**src/fel_pkg.sv**
```systemverilog
// ----------------------------------------------------------------------------
// fel_pkg: shared types and constants of the free extent list manager
// Status codes, default sizes and the control groups handed to the cell row.
// ----------------------------------------------------------------------------
package fel_pkg;

  localparam int DEF_MAX_EXTENTS  = 64;
  localparam int DEF_ADDRESS_BITS = 24;
  localparam int STATUS_W         = 2;

  localparam logic [STATUS_W-1:0] ST_OK       = 2'd0;
  localparam logic [STATUS_W-1:0] ST_OVERRUN  = 2'd1;
  localparam logic [STATUS_W-1:0] ST_MISS     = 2'd2;
  localparam logic [STATUS_W-1:0] ST_FULL     = 2'd3;

  localparam logic KIND_ALLOC = 1'b0;
  localparam logic KIND_FREE  = 1'b1;

  typedef enum logic [1:0] {
    OP_NONE = 2'd0,
    OP_INS  = 2'd1,
    OP_DEL  = 2'd2
  } shift_op_t;

  // phase strobes from the sequencer to every cell
  typedef struct packed {
    logic init;
    logic cmp;
    logic apply;
  } cell_ctl_t;

  // update command for one request
  typedef struct packed {
    logic      wr_en;
    shift_op_t op;
  } cell_cmd_t;

endpackage

```
**src/fel_cell.sv**
```systemverilog
// ----------------------------------------------------------------------------
// fel_cell: one slot of the free extent table
// Holds one extent, flags whether it matches the pending request, and takes
// its neighbor's extent when the table shifts for an insert or a removal.
// ----------------------------------------------------------------------------
module fel_cell #(
  parameter int AW  = fel_pkg::DEF_ADDRESS_BITS,
  parameter int IW  = 6,
  parameter int IDX = 0
) (
  input  logic                clk,
  input  fel_pkg::cell_ctl_t  ctl_i,
  input  logic [AW:0]         init_len_i,
  input  logic                kind_i,
  input  logic [AW-1:0]       s_i,
  input  logic [AW:0]         l_i,
  input  logic                valid_i,
  input  logic [AW-1:0]       prev_start_i,
  input  logic [AW:0]         prev_len_i,
  input  logic [AW-1:0]       next_start_i,
  input  logic [AW:0]         next_len_i,
  input  logic                found_i,
  output logic                found_o,
  output logic                sel_o,
  output logic [AW-1:0]       start_o,
  output logic [AW:0]         len_o,
  input  fel_pkg::cell_cmd_t  cmd_i,
  input  logic [IW-1:0]       wr_idx_i,
  input  logic [AW-1:0]       wr_start_i,
  input  logic [AW:0]         wr_len_i,
  input  logic [IW-1:0]       op_idx_i,
  input  logic [AW-1:0]       ins_start_i,
  input  logic [AW:0]         ins_len_i
);

  localparam int EW = AW + 2;
  localparam logic [IW-1:0] MY_IDX = IW'(IDX);

  logic [AW-1:0] start_r;
  logic [AW:0]   len_r;
  logic          hit_r;
  logic          hit_nxt;
  logic [EW-1:0] end_w;
  logic [EW-1:0] prev_end_w;
  logic [EW-1:0] sl_w;
  logic [EW-1:0] s_ext;

  assign end_w      = {2'b00, start_r} + {1'b0, len_r};
  assign prev_end_w = {2'b00, prev_start_i} + {1'b0, prev_len_i};
  assign s_ext      = {2'b00, s_i};
  assign sl_w       = s_ext + {1'b0, l_i};

  always_comb begin
    if (kind_i == fel_pkg::KIND_FREE) begin
      hit_nxt = valid_i && ((IDX == 0) || (s_ext >= prev_end_w)) &&
                (sl_w <= {2'b00, start_r});
    end else begin
      hit_nxt = valid_i && (s_i >= start_r) && (s_ext <= end_w);
    end
  end

  always_ff @(posedge clk) begin
    if (ctl_i.cmp) begin
      hit_r <= hit_nxt;
    end
  end

  // first match along the row
  assign sel_o   = hit_r && !found_i;
  assign found_o = found_i || hit_r;
  assign start_o = start_r;
  assign len_o   = len_r;

  always_ff @(posedge clk) begin
    if (ctl_i.init) begin
      if (IDX == 0) begin
        start_r <= '0;
        len_r   <= init_len_i;
      end
    end else if (ctl_i.apply) begin
      if (cmd_i.op == fel_pkg::OP_DEL && MY_IDX >= op_idx_i) begin
        start_r <= next_start_i;
        len_r   <= next_len_i;
      end else if (cmd_i.op == fel_pkg::OP_INS && MY_IDX > op_idx_i) begin
        start_r <= prev_start_i;
        len_r   <= prev_len_i;
      end else if (cmd_i.op == fel_pkg::OP_INS && MY_IDX == op_idx_i) begin
        start_r <= ins_start_i;
        len_r   <= ins_len_i;
      end else if (cmd_i.wr_en && MY_IDX == wr_idx_i) begin
        start_r <= wr_start_i;
        len_r   <= wr_len_i;
      end
    end
  end

endmodule

```
**config.mk**
```make
export PLATFORM = sky130hd
export DESIGN_NAME = fel_cell
export DESIGN_NICKNAME = d
export VERILOG_FILES = /design/src/fel_pkg.sv /design/src/fel_cell.sv
export SDC_FILE = /design/constraint.sdc
export NUM_CORES = 1
export LEC_CHECK = 0
export BUFFER_PORTS_ARGS = -buffer_cell sky130_fd_sc_hd__buf_2
export CORE_AREA = 5 5 129 131
export CTS_CLUSTER_SIZE = 16
export DETAILED_ROUTE_END_ITERATION = 10
export DIE_AREA = 0 0 134 136
export PLACE_DENSITY_LB_ADDON = 0.2
export REMOVE_ABC_BUFFERS = 1
export SYNTH_ARGS = -nofsm -noshare
export SYNTH_HDL_FRONTEND = slang
export SYNTH_SLANG_ARGS = --single-unit
```
**constraint.sdc**
```tcl
create_clock -name clk -period 11.3 [get_ports clk]
set_input_delay 0 -clock clk [delete_from_list [all_inputs] [get_ports clk]]
set_output_delay 0 -clock clk [all_outputs]
set_load 0.03 [all_outputs]
```
==> run_results.csv, run 1 <==
group,metric,value,unit
status,status,"finished, final reports clean",
layout,final_util,0.5689,
logic_synthesis,synth-simple-area-share,0.1650,
logic_synthesis,synth_cells,872,
setup_path,crit_type,"flip-flop to flip-flop",
die,io_pins,343,
detailed_routing,first_iter_violations,253,
placement,globalplace.congestion,0.8936,
grt,grt_usage,0.2329,
grt,grt_pass1_vias,7016,
logic_synthesis,synth-seq-cells,50,
sta,rsz0062_at_grt,"false",
detailed_routing,ant_nets,0,
layout,multiInputGateArea,0.005363,mm2
die,die_x,134,um
clocking,cts_root_buf,"clkbuf_16",
placement,pre_cts_slack,6.150,ns
power,peakVddDrop,0.05400,mV
layout,nets,1574,
logic_synthesis,synth_area,0.006894,mm2
logic_synthesis,yosysTopAreaCell,"ha_1",
layout,drive_above_1_share,0.2748,
logic_synthesis,ys.flop_type,"edfxtp_1",
logic_synthesis,synth_xor_area_frac,0.04955,
power,power.leakage,4.611,nW
setup_path,end_kind,"flip-flop",
sta,holdWs,0.007856,ns
logic_synthesis,synth_edf_count,26,
die,dieHeight,136,um
setup_path,max_stage_delay,0.47,ns
clocking,htree_levels,2,
clocking,cts_setup_buffers,0,
clocking,clock-sinks,50,
logic_synthesis,synth.top_cell.area_share,0.2178,
setup_path,crit_slowest_cell,"a2111oi_0",
clocking,cts_tree,"done",
die,die-area,0.01822,mm2
logic_synthesis,async_flop_share,0,
sta,skew,0.005297,ns
flow_run,max-cap-violations,0,
setup_path,crit_top_cell,"a2111oi_0",
detailed_routing,via_per_inst,5.405,
clocking,hold_buffers,12,
sta,slew_violations,0,
logic_synthesis,ys_warn_count,0,
layout,syn_to_final_growth,27.77,%
die,rows,46,
setup_path,critical_path.cell_chain,"ha_1, a2111oi_0, o21ai_0, nand3_1, a211oi_1, o31a_1, o22a_1, mux2i_1, a2111oi_0, ha_1, nand2_1, nor4_1, a22oi_1, o311ai_0, a2111oi_0, o41ai_1, a211oi_1, a2111oi_2",
layout,antennaDiodeCount,0,
logic_synthesis,yosysUniqueCellTypes,59,
detailed_routing,drc,0,
clocking,cts_made_buffers,5,
logic_synthesis,synth_fa_ha_area_frac,0.2236,
logic_synthesis,synth.area.mux_share,0.07423,
clocking,post_cts_resized,0,
min_path,hold_class,"input port to flip-flop",
detailed_routing,vias,7313,
detailed_routing,wl_per_cell,16.26,um
logic_synthesis,synth_compound_area_frac,0.2639,
sta,tightest_slew,0.8648,ns
placement,hpwl,18.75,mm
layout,fillerInstances,1523,
setup_path,worstPathRequired,11.32,ns
logic_synthesis,synthTopCellsByArea,"ha_1 (22%), edfxtp_1 (11%), mux2i_1 (7.3%)",
setup_path,crit_arrival,5.18,ns
sta,fin_crit,5.161,ns
grt,antenna_found_initial,0,
die,initial_core_util,0.4453,
grt,grt_pass1_wl,34.53,mm
clocking,clockBufferDepth,2,
layout,regArea,0.001261,mm2
sta,fin_crit_sh,0.4567,
placement,io_buffers,293,
grt,overflow,0,
detailed_routing,drt_wl_total,22.00,mm
logic_synthesis,avgSynthCellArea,7.906,um2
sta,hold_viol,0,
die,core,0.01548,mm2
setup_path,cp-start-kind,"flip-flop",
clocking,clkTransAtPathRegs,0.07,ns
sta,finalSetupViolCount,0,
grt,grt_max_degree,100,
logic_synthesis,synth_common_cells,"ha_1 (120), nor2_1 (87), o21ai_0 (83)",
power,cellPowerDensity,74.71,mW/mm2
setup_path,crit_fanout,6,
sta,max_slew_margin,0.4234,
sta,finalSetupTns,0,ns
clocking,worstSkewPairLatency,0.29,ns
sta,fmax,193.8,MHz
logic_synthesis,synthMostInstantiatedCell,"ha_1",
logic_synthesis,synth_top_family_by_area,"compound AO/OA/AOI/OAI gates",
logic_synthesis,ys_seq_area_frac,0.1829,
sta,worst_slack,6.139,ns
detailed_routing,drtPass1Iterations,5,
==> through the flow <==
step	cell area, um2	power [mW]	instances
after floorplan	6785	0.4024	843
after global placement	8541	0.5007	1333
after detailed placement	8541	0.5054	1333
after CTS	8808	0.6624	1353
after global routing	8808	0.7099	1353
final	8808	0.6580	1353
==> power by group <==
group,switching [mW],internal (mW)
Clock,0.0647,0.0879
Combinational,0.158,0.136
Sequential,0.00813,0.203
==> state kept, by name, summed over array words and instances, names as in the netlist <==
| name | count |
|---|---|
| start_o | 24 |
| len_o | 25 |
| hit_r | 1 |
==> kinds of logic (layout without fill, tap and decap cells) <==
logic type	Yosys count	count (layout)
and+or+nand+nor	248	248
muxes	51	51
AOI/OAI and AO/OA	287	287
xor gates and xnor gates	39	39
DFF	50	50
buffers and inverters	75	364
adders and majority gates	122	122
==> cell type report <==
| type | count | area share |
|---|---|---|
| Sequential cell | 50 | 0.1432 |
| Clock buffer | 7 | 0.01619 |
| Timing Repair Buffer | 310 | 0.1844 |
| Inverter | 46 | 0.01960 |
| Clock inverter | 1 | 0.0005682 |
| Tap cell | 192 | 0.02727 |
| Multi-Input combinational cell | 747 | 0.6088 |
==> metal layers <==
metal | up-vias | GRT usage | wire length, um | part of all wire
met5 | - | 0 | 0 | 0
met4 | 0 | 0.04686 | 338 | 0.015
met3 | 20 | 0.03479 | 1143 | 0.052
met2 | 211 | 0.4099 | 10590 | 0.48
met1 | 3274 | 0.3042 | 9924 | 0.45
li1 | 3808 | - | - | -
==> path summary, 6_finish.rpt <==
kind	from	to	slack [ns]	depth (start not counted)
max	len_o[6]	hit_r	6.14	18
max reg2reg	len_o[6]	hit_r	6.14	18
min	init_len_i[13]	len_o[13]	0.008	3
min reg2reg	start_o[1]	start_o[1]	0.55	2
==> layout by cell type, fill, tap and decap left out, types with 7 or more instances in the layout <==
cell type      synthesis  layout
buf_2                  0     293
ha_1                 120     120
nor2_1                87      87
o21ai_0               83      83
nand2_1               79      79
a21oi_1               71      71
mux2i_1               50      50
inv_1                 46      46
a211oi_1              37      37
a21o_1                35      35
edfxtp_1              26      26
xnor2_1               25      25
dfxtp_1               24      24
nand4_1               16      16
xor2_1                14      14
nand3_1               12      12
dlygate4sd3_1          0      12
o21a_1                11      11
nand2b_1              10      10
nor2b_1                8       8
o211ai_1               7       7
nor3_1                 7       7
==> critical path: cells and delay by family (launching register included) <==
| kind | cells | cell delay [ns] |
|---|---|---|
| flip-flops | 1 | 0.40 |
| multiplexers | 1 | 0.13 |
| adder cells (fa/ha/maj) | 2 | 0.73 |
| AO/OA/AOI/OAI | 12 | 3.24 |
| AND/OR/NAND/NOR | 3 | 0.39 |
Power figures use the tool's default switching activity.
==> inputs of run 2 (changes only) <==
Settings changed: ABC_AREA set to 1, CORE_AREA 5 5 129 131 to not set, CORE_MARGIN set to 5, CORE_UTILIZATION set to 44, DIE_AREA 0 0 134 136 to not set.
Clock period 11.3 ns to 4.57 ns, I/O delays scaled along.
==> run 2 against run 1 <==
Effect of this change:
- power grew to 2.5 times the previous value
- global-route usage increased by 1.8 points
- hold slack worse by 0.0028 ns
- critical endpoint unchanged
==> run_results.csv, run 2 <==
group,metric,value,unit
detailed_routing,vias,7966,
sta,finalSetupViolCount,0,
min_path,hold_end,"len_o[23]",
sta,finalSetupTns,0,ns
sta,slew_violations,0,
logic_synthesis,synth_common_cells,"nand2_1 (312), ha_1 (120), inv_1 (109)",
sta,skew,0.005453,ns
setup_path,worstPathRequired,4.62,ns
sta,fin_crit_sh,0.8139,
detailed_routing,drt_wl_total,23.83,mm
grt,overflow,0,
sta,hold_viol,0,
setup_path,regToRegSetupSlack,0.85,ns
grt,antenna_found_initial,1,
die,rows,46,
grt,grt_usage,0.2506,
logic_synthesis,ys_warn_count,0,
die,core,0.01583,mm2
detailed_routing,first_iter_violations,347,
setup_path,crit_type,"flip-flop to flip-flop",
power,peakVddDrop,0.1218,mV
sta,fmax,268.9,MHz
die,die-area,0.01866,mm2
logic_synthesis,synth_area,0.007053,mm2
clocking,cts_made_buffers,5,
sta,worst_slack,0.8507,ns
clocking,worstSkewPairLatency,0.29,ns
placement,io_buffers,293,
logic_synthesis,synthTopCellsByArea,"ha_1 (21%), nand2_1 (17%), edfxtp_1 (11%)",
layout,final_util,0.5634,
clocking,post_cts_resized,0,
detailed_routing,ant_nets,0,
detailed_routing,drtPass1Iterations,5,
min_path,worstHoldStart,"init_len_i[23]",
die,dieHeight,136.6,um
clocking,hold_buffers,10,
die,die_x,136.6,um
sta,tightest_slew,1.045,ns
sta,fin_crit,3.719,ns
placement,pre_cts_slack,0.8853,ns
setup_path,crit_arrival,3.77,ns
logic_synthesis,async_flop_share,0,
min_path,min_path_cells,3,
placement,globalplace.congestion,0.9091,
status,status,"finished, final reports clean",
sta,max_slew_margin,0.3011,
logic_synthesis,synthMostInstantiatedCell,"nand2_1",
setup_path,reg2reg_to,"hit_r",
sta,rsz0062_at_grt,"false",
setup_path,r2r_cells,24,
logic_synthesis,synth-seq-cells,50,
grt,grt_max_degree,56,
grt,grt_pass1_wl,37.66,mm
detailed_routing,via_per_inst,5.097,
setup_path,end_kind,"flip-flop",
setup_path,r2r-start,"start_o[0]",
setup_path,crit_fanout,5,
min_path,hold_class,"input port to flip-flop",
logic_synthesis,ys.flop_type,"edfxtp_1",
clocking,htree_levels,2,
logic_synthesis,avgSynthCellArea,6.654,um2
flow_run,max-cap-violations,0,
logic_synthesis,ys_seq_area_frac,0.1788,
die,initial_core_util,0.4456,
clocking,clockBufferDepth,2,
logic_synthesis,synth_edf_count,26,
layout,layout_common_cells,"nand2_1 (311), buf_2 (293), ha_1 (120)",
layout,largest_reg_flops,25,
die,io_pins,343,
clocking,clock-sinks,50,
layout,nets,1759,
grt,grt_pass1_vias,7848,
layout,syn_to_final_growth,26.43,%
logic_synthesis,yosysUniqueCellTypes,45,
clocking,cts_root_buf,"clkbuf_16",
clocking,cts_tree,"done",
clocking,clkTransAtPathRegs,0.07,ns
power,power.leakage,4.814,nW
layout,layout_commonest_cell,"nand2_1",
clocking,cts_setup_buffers,0,
logic_synthesis,synth_cells,1060,
placement,hpwl,20.45,mm
power,cellPowerDensity,185.7,mW/mm2
layout,drive_above_1_share,0.2459,
logic_synthesis,yosysTopAreaCell,"ha_1",
logic_synthesis,synth.top_cell.area_share,0.2129,
setup_path,cp-start-kind,"flip-flop",
detailed_routing,wl_per_cell,15.25,um
detailed_routing,drc,0,
==> run 2: how the worst max path moves through the flow <==
stage	slack, ns	cells past startpoint	to	from
after CTS	0.87	24	hit_r	start_o[0]
final	0.85	24	hit_r	start_o[0]
after global routing	0.50	24	hit_r	start_o[0]
after detailed placement	0.89	24	hit_r	start_o[0]
after global placement	0.93	24	hit_r	start_o[0]
after floorplan	1.14	24	hit_r	start_o[0]
==> run 2: logic make-up after synthesis <==
group           synth area share
buf+inv                  0.08160
compound gates            0.1980
flops                     0.1788
simple gates              0.2696
xor+xnor                 0.05340
fa+ha+maj                 0.2186
==> run 2: metrics by stage <==
step | hold slack [ns] | cells | instance area, um2 | power [mW]
6_report | 0.005008 | 1563 | 8917 | 1.656
4_1_cts | 0.001903 | 1562 | 8915 | 1.666
3_5_place_dp | 0.2067 | 1544 | 8667 | 1.278
3_3_place_gp | 0.2059 | 1544 | 8667 | 1.262
2_1_floorplan | 0.1118 | 1030 | 6890 | 1.014
5_1_grt | 0.02331 | 1563 | 8917 | 1.788
==> run 2: power by group <==
group	total (mW)	switching [mW]	internal, mW	leakage [nW]
Combinational	0.757	0.438	0.319	4.29
Clock	0.380	0.162	0.217	0.0739
Sequential	0.519	0.0178	0.501	0.447
Total	1.66	0.618	1.04	4.81
==> run 2: critical path, cell delays in order, from the launching register on <==
cell	delay (ns)
dfxtp_1	0.48
ha_1	0.24
inv_1	0.07
fa_1	0.39
o21ai_1	0.27
nand2_1	0.10
nand2_2	0.14
a21boi_2	0.09
o21ai_2	0.16
a21boi_1	0.12
o21ai_1	0.19
xnor2_1	0.14
ha_1	0.24
nand2_1	0.05
inv_1	0.05
nand4_1	0.08
nor2_1	0.04
nand2_1	0.05
nand2_1	0.07
nor2_1	0.08
a21oi_1	0.06
nor2_1	0.11
nand2_1	0.06
a21oi_1	0.11
nor2_1	0.06
==> run 2: area by class of cell <==
class	instances	area, um2
Tap cell	216	270.3
Timing Repair Buffer	308	1604
Clock buffer	7	142.6
Fill cell	1641	6910
Multi-Input combinational cell	870	5219
Sequential cell	50	1261
Clock inverter	1	5.005
Inverter	110	412.9
Antenna cell	1	2.502
==> run 2: metal layers <==
metal | vias to the layer above | part of all wire | track usage
met5 | - | 0 | 0
met4 | 0 | 0.027 | 0.07727
met3 | 42 | 0.058 | 0.03971
met2 | 218 | 0.48 | 0.4310
met1 | 3526 | 0.44 | 0.3217
li1 | 4180 | - | -
